## src/rtl/core/line_numbering_sectioner_unit_macros.svh

```systemverilog
// Assertion macros for the line numbering sectioner unit.
`ifndef LINE_NUMBERING_SECTIONER_UNIT_MACROS_SVH
`define LINE_NUMBERING_SECTIONER_UNIT_MACROS_SVH
`ifndef SYNTHESIS
`define LNSU_ASSERT_IMP(label, pre, post) \
  label: assert property (@(posedge clk_i) disable iff (!rst_ni) (pre) |-> (post)) \
    else $error("lnsu: implication check failed");
`define LNSU_ASSERT_NXT(label, pre, post) \
  label: assert property (@(posedge clk_i) disable iff (!rst_ni) (pre) |=> (post)) \
    else $error("lnsu: next-cycle check failed");
`else
`define LNSU_ASSERT_IMP(label, pre, post)
`define LNSU_ASSERT_NXT(label, pre, post)
`endif
`endif

```

## src/rtl/core/lnsu_pkg.sv

```systemverilog
// Types and constants shared by the line numbering sectioner unit.
package lnsu_pkg;

  localparam int unsigned CFG_IDX_W  = 3;
  localparam int unsigned CFG_DATA_W = 31;

  typedef enum logic [CFG_IDX_W-1:0] {
    REG_SECTION_MODES  = 3'd0,
    REG_NUMBER_FORMAT  = 3'd1,
    REG_NUMBER_WIDTH   = 3'd2,
    REG_START_VALUE    = 3'd3,
    REG_STEP_VALUE     = 3'd4,
    REG_BLANK_GROUP    = 3'd5,
    REG_DELIMITER_PAIR = 3'd6,
    REG_SEP_FLAGS      = 3'd7
  } cfg_reg_e;

  typedef enum logic [1:0] {
    SEC_HEADER = 2'd0,
    SEC_BODY   = 2'd1,
    SEC_FOOTER = 2'd2
  } section_e;

  typedef enum logic [1:0] {
    MODE_NONE     = 2'd0,
    MODE_NONBLANK = 2'd1,
    MODE_ALL      = 2'd2,
    MODE_PATTERN  = 2'd3
  } mode_e;

  typedef enum logic [1:0] {
    FMT_RIGHT_SPACE = 2'd0,
    FMT_LEFT        = 2'd1,
    FMT_RIGHT_ZERO  = 2'd2
  } format_e;

  typedef struct packed {
    logic [5:0]  section_modes;
    logic [1:0]  number_format;
    logic [5:0]  number_width;
    logic [30:0] start_value;
    logic [30:0] step_value;
    logic [15:0] blank_group;
    logic [15:0] delimiter_pair;
    logic [8:0]  sep_flags;
  } cfg_t;

  localparam logic [5:0]  RST_SECTION_MODES  = 6'd4;
  localparam logic [1:0]  RST_NUMBER_FORMAT  = 2'd0;
  localparam logic [5:0]  RST_NUMBER_WIDTH   = 6'd6;
  localparam logic [30:0] RST_START_VALUE    = 31'd1;
  localparam logic [30:0] RST_STEP_VALUE     = 31'd1;
  localparam logic [15:0] RST_BLANK_GROUP    = 16'd1;
  localparam logic [15:0] RST_DELIMITER_PAIR = 16'h5C3A;
  localparam logic [8:0]  RST_SEP_FLAGS      = 9'd18;

  localparam logic [7:0] CHAR_NL    = 8'd10;
  localparam logic [7:0] CHAR_SPACE = 8'h20;
  localparam logic [7:0] CHAR_ZERO  = 8'h30;

  localparam logic [31:0] DIV10_MAGIC = 32'hCCCC_CCCD;
  localparam int unsigned DIV10_SHIFT = 35;

endpackage

```

## src/rtl/core/lnsu_if.sv

```systemverilog
// Input and output word channels of the line numbering sectioner unit.
interface lnsu_in_if;
  logic       valid;
  logic       ready;
  logic [7:0] byte_zero;
  logic [7:0] byte_one;
  logic [7:0] byte_two;
  logic [7:0] byte_three;
  logic [7:0] byte_four;
  logic [7:0] byte_five;
  logic [7:0] byte_six;
  logic       pattern_match;

  modport source (
    output valid, byte_zero, byte_one, byte_two, byte_three, byte_four, byte_five,
           byte_six, pattern_match,
    input  ready
  );
  modport sink (
    input  valid, byte_zero, byte_one, byte_two, byte_three, byte_four, byte_five,
           byte_six, pattern_match,
    output ready
  );
endinterface

interface lnsu_out_if;
  logic       valid;
  logic       ready;
  logic [7:0] out_char;
  logic       drop_line;
  logic       last_of_line;

  modport source (
    output valid, out_char, drop_line, last_of_line,
    input  ready
  );
  modport sink (
    input  valid, out_char, drop_line, last_of_line,
    output ready
  );
endinterface

```

## src/rtl/core/lnsu_cfg_regs.sv

```systemverilog
// Configuration register file of the line numbering sectioner unit.
module lnsu_cfg_regs (
  input  logic                             clk_i,
  input  logic                             rst_ni,
  input  logic                             cfg_we_i,
  input  logic [lnsu_pkg::CFG_IDX_W-1:0]   cfg_index_i,
  input  logic [lnsu_pkg::CFG_DATA_W-1:0]  cfg_wdata_i,
  output lnsu_pkg::cfg_t                   cfg_o
);
  import lnsu_pkg::*;

  cfg_t cfg_q;

  always_ff @(posedge clk_i or negedge rst_ni) begin
    if (!rst_ni) begin
      cfg_q.section_modes  <= RST_SECTION_MODES;
      cfg_q.number_format  <= RST_NUMBER_FORMAT;
      cfg_q.number_width   <= RST_NUMBER_WIDTH;
      cfg_q.start_value    <= RST_START_VALUE;
      cfg_q.step_value     <= RST_STEP_VALUE;
      cfg_q.blank_group    <= RST_BLANK_GROUP;
      cfg_q.delimiter_pair <= RST_DELIMITER_PAIR;
      cfg_q.sep_flags      <= RST_SEP_FLAGS;
    end else if (cfg_we_i) begin
      case (cfg_reg_e'(cfg_index_i))
        REG_SECTION_MODES:  cfg_q.section_modes  <= cfg_wdata_i[5:0];
        REG_NUMBER_FORMAT:  cfg_q.number_format  <= cfg_wdata_i[1:0];
        REG_NUMBER_WIDTH:   cfg_q.number_width   <= cfg_wdata_i[5:0];
        REG_START_VALUE:    cfg_q.start_value    <= cfg_wdata_i[30:0];
        REG_STEP_VALUE:     cfg_q.step_value     <= cfg_wdata_i[30:0];
        REG_BLANK_GROUP:    cfg_q.blank_group    <= cfg_wdata_i[15:0];
        REG_DELIMITER_PAIR: cfg_q.delimiter_pair <= cfg_wdata_i[15:0];
        REG_SEP_FLAGS:      cfg_q.sep_flags      <= cfg_wdata_i[8:0];
        default: ;
      endcase
    end
  end

  assign cfg_o = cfg_q;

endmodule

```

## src/rtl/core/lnsu_div10.sv

```systemverilog
// Shared divide-by-ten unit: registered reciprocal multiply, then quotient and digit.
module lnsu_div10 (
  input  logic        clk_i,
  input  logic [31:0] value_i,
  output logic [31:0] quot_o,
  output logic [3:0]  rem_o
);
  import lnsu_pkg::*;

  logic [63:0] prod_q;
  logic [31:0] val_q;
  logic [31:0] quot;
  logic [31:0] quot_x10;
  logic [31:0] rem_full;

  always_ff @(posedge clk_i) begin
    prod_q <= {32'd0, value_i} * {32'd0, DIV10_MAGIC};
    val_q  <= value_i;
  end

  always_comb begin
    quot     = 32'(prod_q >> DIV10_SHIFT);
    quot_x10 = (quot << 3) + (quot << 1);
    rem_full = val_q - quot_x10;
  end

  assign quot_o = quot;
  assign rem_o  = rem_full[3:0];

endmodule

```

## src/rtl/core/line_numbering_sectioner_unit.sv

```systemverilog
// Line numbering sectioner: delimiter detection, numbering decision and prefix emission.
// Delimiter line: one newline word, loaded from S_NL into the output register once it is free.
// Unnumbered line: width plus one words from S_EMIT, one per cycle while the output is not stalled.
// A numbered line first passes S_MUL and then S_DIG for each digit, then emits as above.
// A line is accepted only when the previous one has loaded its last word; output stalls delay it.
// Reset (async, active low) loads register defaults and counter start; no clearing pass.
`include "line_numbering_sectioner_unit_macros.svh"

module line_numbering_sectioner_unit #(
  parameter int unsigned MAX_WIDTH = 63
) (
  input  logic                             clk_i,
  input  logic                             rst_ni,
  input  logic                             cfg_we_i,
  input  logic [lnsu_pkg::CFG_IDX_W-1:0]   cfg_index_i,
  input  logic [lnsu_pkg::CFG_DATA_W-1:0]  cfg_wdata_i,
  lnsu_in_if.sink                          in_i,
  lnsu_out_if.source                       out_o
);
  import lnsu_pkg::*;

  localparam int unsigned NDIG = (MAX_WIDTH < 10) ? MAX_WIDTH : 10;
  localparam int unsigned DW   = (NDIG > 1) ? $clog2(NDIG) : 1;
  localparam int unsigned CW   = $clog2(NDIG + 1);
  localparam logic [5:0]  MAX_W = 6'(MAX_WIDTH);

  typedef enum logic [2:0] {
    S_IDLE,
    S_MUL,
    S_DIG,
    S_EMIT,
    S_NL
  } state_e;

  cfg_t        cfg;
  state_e      state_q;
  logic [31:0] line_counter_q;
  section_e    section_q;
  section_e    prev_delim_q;
  logic [15:0] blank_run_q;
  logic [31:0] v_q;
  logic [5:0]  w_q;
  logic [5:0]  pos_q;
  logic [CW-1:0] nd_q;
  logic        numbered_q;
  logic [3:0]  digits_q [NDIG];
  logic        out_valid_q;
  logic [7:0]  out_char_q;
  logic        drop_q;
  logic        last_q;

  logic        in_acc;
  logic        out_free;
  logic        load_out;
  logic [7:0]  d1;
  logic [7:0]  d2;
  logic        cont;
  logic        pair0;
  logic        is_hdr;
  logic        is_body;
  logic        is_ftr;
  logic        is_delim;
  section_e    delim_sec;
  logic        restart;
  logic [1:0]  mode_bits;
  logic        numbered;
  logic [15:0] br_inc;
  logic [15:0] blank_run_nx;
  logic [5:0]  w_clamp;
  logic [31:0] quot;
  logic [3:0]  rem;
  logic [CW-1:0] nd_next;
  logic        left_fmt;
  logic [5:0]  right_idx;
  logic [5:0]  left_idx;
  logic [5:0]  rd_idx;
  logic        in_num;
  logic [3:0]  rd_digit;
  logic [7:0]  emit_char;

  lnsu_cfg_regs u_cfg (
    .clk_i       (clk_i),
    .rst_ni      (rst_ni),
    .cfg_we_i    (cfg_we_i),
    .cfg_index_i (cfg_index_i),
    .cfg_wdata_i (cfg_wdata_i),
    .cfg_o       (cfg)
  );

  lnsu_div10 u_div10 (
    .clk_i   (clk_i),
    .value_i (v_q),
    .quot_o  (quot),
    .rem_o   (rem)
  );

  assign in_i.ready = (state_q == S_IDLE);
  assign in_acc     = in_i.valid && in_i.ready;
  assign out_free   = !out_valid_q || out_o.ready;
  assign load_out   = ((state_q == S_EMIT) || (state_q == S_NL)) && out_free;

  assign out_o.valid        = out_valid_q;
  assign out_o.out_char     = out_char_q;
  assign out_o.drop_line    = drop_q;
  assign out_o.last_of_line = last_q;

  always_comb begin
    d1    = cfg.delimiter_pair[15:8];
    d2    = cfg.delimiter_pair[7:0];
    cont  = cfg.sep_flags[0];
    pair0 = (in_i.byte_zero == d1) && (in_i.byte_one == d2);
    is_hdr = pair0 && (in_i.byte_two == d1) && (in_i.byte_three == d2) &&
             (in_i.byte_four == d1) && (in_i.byte_five == d2) && (in_i.byte_six == CHAR_NL);
    is_body = pair0 && !is_hdr && (in_i.byte_two == d1) && (in_i.byte_three == d2) &&
              (in_i.byte_four == CHAR_NL);
    is_ftr = pair0 && !is_hdr && !is_body && (in_i.byte_two == CHAR_NL);
    is_delim = is_hdr || is_body || is_ftr;
    if (is_hdr) begin
      delim_sec = SEC_HEADER;
      restart   = !cont;
    end else if (is_body) begin
      delim_sec = SEC_BODY;
      restart   = !cont && (prev_delim_q != SEC_HEADER);
    end else begin
      delim_sec = SEC_FOOTER;
      restart   = !cont && (prev_delim_q == SEC_FOOTER);
    end
  end

  always_comb begin
    case (section_q)
      SEC_HEADER: mode_bits = cfg.section_modes[1:0];
      SEC_FOOTER: mode_bits = cfg.section_modes[5:4];
      default:    mode_bits = cfg.section_modes[3:2];
    endcase
    br_inc       = (blank_run_q == 16'hFFFF) ? blank_run_q : blank_run_q + 16'd1;
    blank_run_nx = blank_run_q;
    numbered     = 1'b0;
    case (mode_e'(mode_bits))
      MODE_NONBLANK: numbered = (in_i.byte_zero != CHAR_NL);
      MODE_ALL: begin
        if (in_i.byte_zero == CHAR_NL) begin
          if (br_inc == cfg.blank_group) begin
            blank_run_nx = 16'd0;
            numbered     = 1'b1;
          end else begin
            blank_run_nx = br_inc;
          end
        end else begin
          blank_run_nx = 16'd0;
          numbered     = 1'b1;
        end
      end
      MODE_PATTERN: numbered = in_i.pattern_match;
      default: numbered = 1'b0;
    endcase
    if (cfg.number_width == 6'd0) begin
      w_clamp = 6'd1;
    end else if (cfg.number_width > MAX_W) begin
      w_clamp = MAX_W;
    end else begin
      w_clamp = cfg.number_width;
    end
  end

  always_comb begin
    nd_next   = nd_q + CW'(1);
    left_fmt  = (format_e'(cfg.number_format) == FMT_LEFT);
    right_idx = w_q - 6'd1 - pos_q;
    left_idx  = 6'(nd_q) - 6'd1 - pos_q;
    rd_idx    = left_fmt ? left_idx : right_idx;
    in_num    = left_fmt ? (pos_q < 6'(nd_q)) : (right_idx < 6'(nd_q));
    rd_digit  = digits_q[rd_idx[DW-1:0]];
    if (!numbered_q) begin
      emit_char = CHAR_SPACE;
    end else if (pos_q == w_q) begin
      emit_char = cfg.sep_flags[8:1];
    end else if (in_num) begin
      emit_char = CHAR_ZERO + {4'd0, rd_digit};
    end else if (format_e'(cfg.number_format) == FMT_RIGHT_ZERO) begin
      emit_char = CHAR_ZERO;
    end else begin
      emit_char = CHAR_SPACE;
    end
  end

  always_ff @(posedge clk_i) begin
    if (state_q == S_DIG) begin
      digits_q[nd_q[DW-1:0]] <= rem;
    end
  end

  always_ff @(posedge clk_i or negedge rst_ni) begin
    if (!rst_ni) begin
      state_q        <= S_IDLE;
      line_counter_q <= {1'b0, RST_START_VALUE};
      section_q      <= SEC_BODY;
      prev_delim_q   <= SEC_BODY;
      blank_run_q    <= 16'd0;
      v_q            <= 32'd0;
      w_q            <= RST_NUMBER_WIDTH;
      pos_q          <= 6'd0;
      nd_q           <= '0;
      numbered_q     <= 1'b0;
      out_valid_q    <= 1'b0;
      out_char_q     <= 8'd0;
      drop_q         <= 1'b0;
      last_q         <= 1'b0;
    end else begin
      if (load_out) begin
        out_valid_q <= 1'b1;
      end else if (out_o.ready) begin
        out_valid_q <= 1'b0;
      end
      case (state_q)
        S_IDLE: begin
          if (in_acc) begin
            w_q        <= w_clamp;
            pos_q      <= 6'd0;
            nd_q       <= '0;
            v_q        <= line_counter_q;
            numbered_q <= numbered && !is_delim;
            if (is_delim) begin
              section_q    <= delim_sec;
              prev_delim_q <= delim_sec;
              if (restart) begin
                line_counter_q <= {1'b0, cfg.start_value};
              end
              state_q <= S_NL;
            end else begin
              blank_run_q <= blank_run_nx;
              if (numbered) begin
                line_counter_q <= line_counter_q + {1'b0, cfg.step_value};
                state_q        <= S_MUL;
              end else begin
                state_q <= S_EMIT;
              end
            end
          end
        end
        S_MUL: state_q <= S_DIG;
        S_DIG: begin
          nd_q <= nd_next;
          v_q  <= quot;
          if ((quot == 32'd0) || (6'(nd_next) == w_q)) begin
            state_q <= S_EMIT;
          end else begin
            state_q <= S_MUL;
          end
        end
        S_EMIT: begin
          if (out_free) begin
            out_char_q  <= emit_char;
            drop_q      <= 1'b0;
            last_q      <= (pos_q == w_q);
            pos_q       <= pos_q + 6'd1;
            if (pos_q == w_q) begin
              state_q <= S_IDLE;
            end
          end
        end
        S_NL: begin
          if (out_free) begin
            out_char_q  <= CHAR_NL;
            drop_q      <= 1'b1;
            last_q      <= 1'b1;
            state_q     <= S_IDLE;
          end
        end
        default: state_q <= S_IDLE;
      endcase
    end
  end

  `LNSU_ASSERT_IMP(a_digits_fit, (state_q == S_EMIT), (6'(nd_q) <= w_q))
  `LNSU_ASSERT_IMP(a_drop_is_newline, (out_valid_q && drop_q),
                   (last_q && (out_char_q == CHAR_NL)))
  `LNSU_ASSERT_NXT(a_delim_to_newline, (in_acc && is_delim), (state_q == S_NL))

endmodule
```

## src/flat_wrapper.sv

```systemverilog
// flat-port wrapper written by rule: the top's interface ports become plain ports
module line_numbering_sectioner_unit_flat import lnsu_pkg::*;
#(
  parameter int unsigned MAX_WIDTH = 63
)
  (clk_i, rst_ni, cfg_we_i, cfg_index_i, cfg_wdata_i, in_i_valid, in_i_byte_zero, in_i_byte_one, in_i_byte_two, in_i_byte_three, in_i_byte_four, in_i_byte_five, in_i_byte_six, in_i_pattern_match, in_i_ready, out_o_valid, out_o_out_char, out_o_drop_line, out_o_last_of_line, out_o_ready);
  lnsu_in_if in_i_i ();
  lnsu_out_if out_o_i ();
  input  logic clk_i;
  input  logic rst_ni;
  input  logic cfg_we_i;
  input  logic [lnsu_pkg::CFG_IDX_W-1:0] cfg_index_i;
  input  logic [lnsu_pkg::CFG_DATA_W-1:0] cfg_wdata_i;
  input wire logic [$bits(in_i_i.valid)-1:0] in_i_valid;
  input wire logic [$bits(in_i_i.byte_zero)-1:0] in_i_byte_zero;
  input wire logic [$bits(in_i_i.byte_one)-1:0] in_i_byte_one;
  input wire logic [$bits(in_i_i.byte_two)-1:0] in_i_byte_two;
  input wire logic [$bits(in_i_i.byte_three)-1:0] in_i_byte_three;
  input wire logic [$bits(in_i_i.byte_four)-1:0] in_i_byte_four;
  input wire logic [$bits(in_i_i.byte_five)-1:0] in_i_byte_five;
  input wire logic [$bits(in_i_i.byte_six)-1:0] in_i_byte_six;
  input wire logic [$bits(in_i_i.pattern_match)-1:0] in_i_pattern_match;
  output wire logic [$bits(in_i_i.ready)-1:0] in_i_ready;
  output wire logic [$bits(out_o_i.valid)-1:0] out_o_valid;
  output wire logic [$bits(out_o_i.out_char)-1:0] out_o_out_char;
  output wire logic [$bits(out_o_i.drop_line)-1:0] out_o_drop_line;
  output wire logic [$bits(out_o_i.last_of_line)-1:0] out_o_last_of_line;
  input wire logic [$bits(out_o_i.ready)-1:0] out_o_ready;
  assign in_i_i.valid = in_i_valid;
  assign in_i_i.byte_zero = in_i_byte_zero;
  assign in_i_i.byte_one = in_i_byte_one;
  assign in_i_i.byte_two = in_i_byte_two;
  assign in_i_i.byte_three = in_i_byte_three;
  assign in_i_i.byte_four = in_i_byte_four;
  assign in_i_i.byte_five = in_i_byte_five;
  assign in_i_i.byte_six = in_i_byte_six;
  assign in_i_i.pattern_match = in_i_pattern_match;
  assign in_i_ready = in_i_i.ready;
  assign out_o_valid = out_o_i.valid;
  assign out_o_out_char = out_o_i.out_char;
  assign out_o_drop_line = out_o_i.drop_line;
  assign out_o_last_of_line = out_o_i.last_of_line;
  assign out_o_i.ready = out_o_ready;
  line_numbering_sectioner_unit #(.MAX_WIDTH(MAX_WIDTH)) u_core (.clk_i(clk_i), .rst_ni(rst_ni), .cfg_we_i(cfg_we_i), .cfg_index_i(cfg_index_i), .cfg_wdata_i(cfg_wdata_i), .in_i(in_i_i), .out_o(out_o_i));
endmodule
```

## config.mk

```make
export PLATFORM = sky130hd
export DESIGN_NAME = line_numbering_sectioner_unit_flat
export DESIGN_NICKNAME = d
export VERILOG_FILES = /design/src/rtl/core/lnsu_pkg.sv /design/src/rtl/core/lnsu_if.sv /design/src/rtl/core/lnsu_cfg_regs.sv /design/src/rtl/core/lnsu_div10.sv /design/src/rtl/core/line_numbering_sectioner_unit.sv /design/src/flat_wrapper.sv
export VERILOG_INCLUDE_DIRS = /design/src /design/src/rtl/core
export SDC_FILE = /design/constraint.sdc
export NUM_CORES = 2
export LEC_CHECK = 0
export BUFFER_PORTS_ARGS = -buffer_cell sky130_fd_sc_hd__buf_2
export CAP_MARGIN = 20
export CORE_MARGIN = 1
export CORE_UTILIZATION = 61
export CTS_BUF_LIST = sky130_fd_sc_hd__clkbuf_16
export CTS_CLUSTER_SIZE = 16
export DETAILED_ROUTE_END_ITERATION = 7
export PLACE_DENSITY = 0.89
export SYNTH_ARGS = -nofsm -noshare
export SYNTH_HDL_FRONTEND = slang
export SYNTH_SLANG_ARGS = --single-unit
```

## constraint.sdc

```tcl
create_clock -name clk_i -period 10.49 [get_ports clk_i]
set_input_delay 3.147 -clock clk_i [delete_from_list [all_inputs] [get_ports clk_i]]
set_output_delay 3.147 -clock clk_i [all_outputs]
set_load 0.02 [all_outputs]
```

==> summary.md <==
| Metric | Value |
|---|---|
| Clock Pin Slew Worst Setup and Hold Paths | around 70 ps |
| Clk sink count | 303 |
| Xor and xnor area share after synthesis | 4.79% |
| EDFF count, synth | 40 |
| Synth area leaders | fa_1 (24%), dfrtp_1 (16%), ha_1 (16%), inv_1 (6.9%), mux2_2 (4.3%) |
| Hold WS | 465 ps |
| Crit-path leading delay family | adder cells |
| Bufs and invs on worst path | 4 |
| RSZ-0062 raised after global routing | no |
| Yosys warnings | 0 |
| Critical path depth | 22 |
| Final wirelength | around 87000 um |
| Main combinational cell family by area after synthesis | adder cells |
| Hold depth | 2 |
| Setup violations, final | 0 |
| Simple-Gate Fraction of Synth Area | 8.51% |
| Die area | 0.0539 mm2 |
| Hold Path Origin | u_core.u_cfg.cfg_o[105] |
| Nets | 4096 |
| Multiplexer share of the synthesized area | 6.21% |
| Clock network latency to the later pin of the worst-skew pair | 590 ps |
| Synthesis-stage register bit count | 303 |
| Slowest cell on the critical path | o311ai_1 |
| DRT iter0 DRCs | 2076 |
| Yosys cell types | 92 |
| FMAX | 121 MHz |
| DIE WIDTH | around 230 um |
| # DRC | 0 |
| Most used DFF post-synth | dfrtp_1 |
| Initial antenna violation count | 2 |
| Vias in the first global route | 24.7k |
| Drt first pass iters | 7 |
| CP endpoint | u_core.u_div10.prod_q[63] |
| Post-synth ARST share | ~76% |
| CTS tree | built |
| Final Max Slew Viols | 0 |
| Fill count | 3897 |
| GRT overflow | 0 |
| Reg2Reg Setup Slack | 2250 ps |
| Placer Congestion | 1.06 |
| Final period utilization | 78.5% |
| Post-CTS setup buffers | 0 |
| Final ANT Viol Nets | 0 |
| IO Port Bufs | roughly 110 |
| DR vias/cell | 6.03 |
| CP cell instances | ha_1 -> inv_1 -> fa_1 -> inv_1 -> fa_1 -> inv_1 -> fa_1 -> inv_1 -> fa_1 -> fa_1 -> fa_1 -> fa_1 -> ha_1 -> a21oi_1 -> nand2_1 -> a2111o_1 -> o311ai_1 -> nand2_1 -> a221o_1 -> o22a_1 -> a21oi_1 -> xnor2_1 |
| Register area share after synthesis | 23.6% |
| CTS Buf Count | 29 |
| Total negative slack | 0 ps |
| R2R depth | 22 |
| Syn Area/Cell | 10.3 um2 |
| Clock tree buffer depth | 3 |
| Crit end category | flop |
| RR Startpoint | u_core.v_q[9] |
| Post_cts resized | 0 |
| Max Cap Viol | 0 |
| CP Launch Type | flop |
| Fin cells | between 3k and 4k |
| Reg2reg end | u_core.u_div10.prod_q[63] |
| Worst-margin pin slew | about 1100 ps |
| Inst Count DP | 3861 |
| Global-route wire length before repair | 137000 um |
| Reg area | 0.00764 mm2 |
| Cells after synthesis | 3126 |
| Hold Buf Count CTS | 0 |
| Worst Path Required | 11000 ps |
| CP Class | reg -> reg |
| Post-synth top area cell | fa_1 |
| Tmin final | 8240 ps |
| Layout cells sized above 1 | a little under an eighth |
| Hpwl dp | 71000 um |
| Number of I/O pins | between 100 and 150 |
| Worst path max stage delay | 760 ps |
| Post-Synth Adder-Cell Area | around two fifths |
| Total track usage | around a third |
| Final Hold Viols | 0 |
| Multi-input logic area | 0.0222 mm2 |
| Worst relative slew slack | roughly 30% |
| Status | completed |
| Synth top area share | 24.1% |
| DR vias | 23.6k |
| Clock root buffer | clkbuf_16 |
| H-Tree Depth | 1 |
| # diodes | 0 |
| Height of the die | 232 um |
| WL/cell | approximately 22 um |
| Starting Density | 61.7% |
| CP arrival | between 8000 and 9000 ps |
| Core area | about 0.052 mm2 |
| Min-Delay Path Class | reg -> reg |
| Worst Setup SP | u_core.v_q[9] |
| Worst Clk Skew | between 20 and 30 ps |
| Compound-Gate Fraction of Synth Area | 9.33% |
| Crit-path max FO | 7 |
| # rows | between 80 and 90 |
| Syn nets | 4015 |
| Area grow syn2layout | 6.72% |
| CP most frequent cell | fa_1 |
| Maximum number of pins on one net before global-route repair | 98 |
| Mapped cell area | 0.0323 mm2 |
tightest hold or removal path, cell delays in order (launching register included):
cell and delay (ps):
dfstp_2 380, nand2_1 50, nand2_1 40
registers in the layout (all words and copies together), names as in the netlist, 4 cells and up:
name and count:
u_core.pos_q 6, u_core.line_counter_q 32, u_core.blank_run_q 16, u_core.digits_q 40
u_core.u_cfg.cfg_o 117, u_core.out_o.out_char 8, u_core.u_div10.prod_q 29, u_core.v_q 32
u_core.nd_q 4, u_core.u_div10.val_q 4, u_core.w_q 6
cell families after synthesis:
kind of cell / count (synthesis)
AOI/OAI and AO/OA: 457
xor gates and xnor gates: 177
adders and majority gates: 793
buffers and inverters: 662
DFF: 303
muxes: 171
and+or+nand+nor: 563
layout by cell type (no fill, tap or decap), types with 7 or more instances in the layout:
cell       Yosys  routed
a211oi_1      17      17
a21o_1        47      47
a21oi_1      113     113
a31oi_1       47      47
and2_1        24      23
and3_1        17      17
buf_2          9     106
buf_4          1      13
clkbuf_16      0      30
clkinv_2       0       7
dfrtp_1      210     210
dfstp_2       20      20
dfxtp_1       33      33
edfxtp_1      40      40
fa_1         390     390
ha_1         403     403
inv_1        592     598
mux2_2       124     124
mux2_4        28      28
mux2i_1       19      18
nand2_1      217     216
nand2b_1      19      19
nand3_1       33      33
nand4_1       30      30
nor2_1       110     110
nor2b_1       16      16
nor3_1        26      25
nor3b_1        9       9
nor4_1        20      20
o211ai_1      14      14
o21a_1        17      17
o21ai_0      103     103
o21bai_1       9       8
o22ai_1        8       8
o31ai_1        7       7
xnor2_1       93      93
xor2_1        84      84
synth_stat cells (all sizes together) (24+ instances only):
cell type	count
a21o	47
a21oi	113
a31oi	47
and2	24
clkbuf	53
dfrtp	210
dfxtp	33
edfxtp	40
fa	390
ha	403
inv	592
mux2	152
nand2	218
nand3	37
nand4	32
nor2	111
nor3	28
o21ai	106
xnor2	93
xor2	84
worst min path at each step:
stage | end | slack [ps]
final | u_core.w_q[2] | 460
after global routing | u_core.w_q[2] | 490
after CTS | u_core.w_q[2] | 470
after detailed placement | u_core.w_q[2] | 460
after global placement | u_core.v_q[12] | 460
after floorplan | u_core.v_q[15] | 430
through the flow:
| stage | setup slack (ps) | instance area, um2 | utilization [%] |
|---|---|---|---|
| after CTS | 2440 | 34500 | 65.8 |
| after detailed placement | 2450 | 33500 | 64.0 |
| final | 2250 | 34500 | 65.8 |
| after floorplan | 3650 | 32300 | - |
| after global routing | 2140 | 34500 | 65.8 |
| after global placement | 2490 | 33500 | 64.0 |
final cells by class:
class,count,share of cell area (%)
clock buffers,30,2.18
clock inverters,24,0.551
inverters,592,6.44
multi-input cells,2161,64.3
flip-flops and latches,303,22.1
well taps,688,2.49
repair buffers,120,1.86
routing by layer:
metal | share of wire [%] | GRT usage [%] | vias up
met3 | 7.6 | 4.84 | 219
met5 | 0.012 | 0 | -
met2 | 48 | 55.0 | 1045
met1 | 40 | 43.5 | 11849
li1 | - | - | 10501
met4 | 4.2 | 13.2 | 2
Power is not shown: default switching activity piles up to over one toggle a cycle in this logic, so the estimate is an artifact.
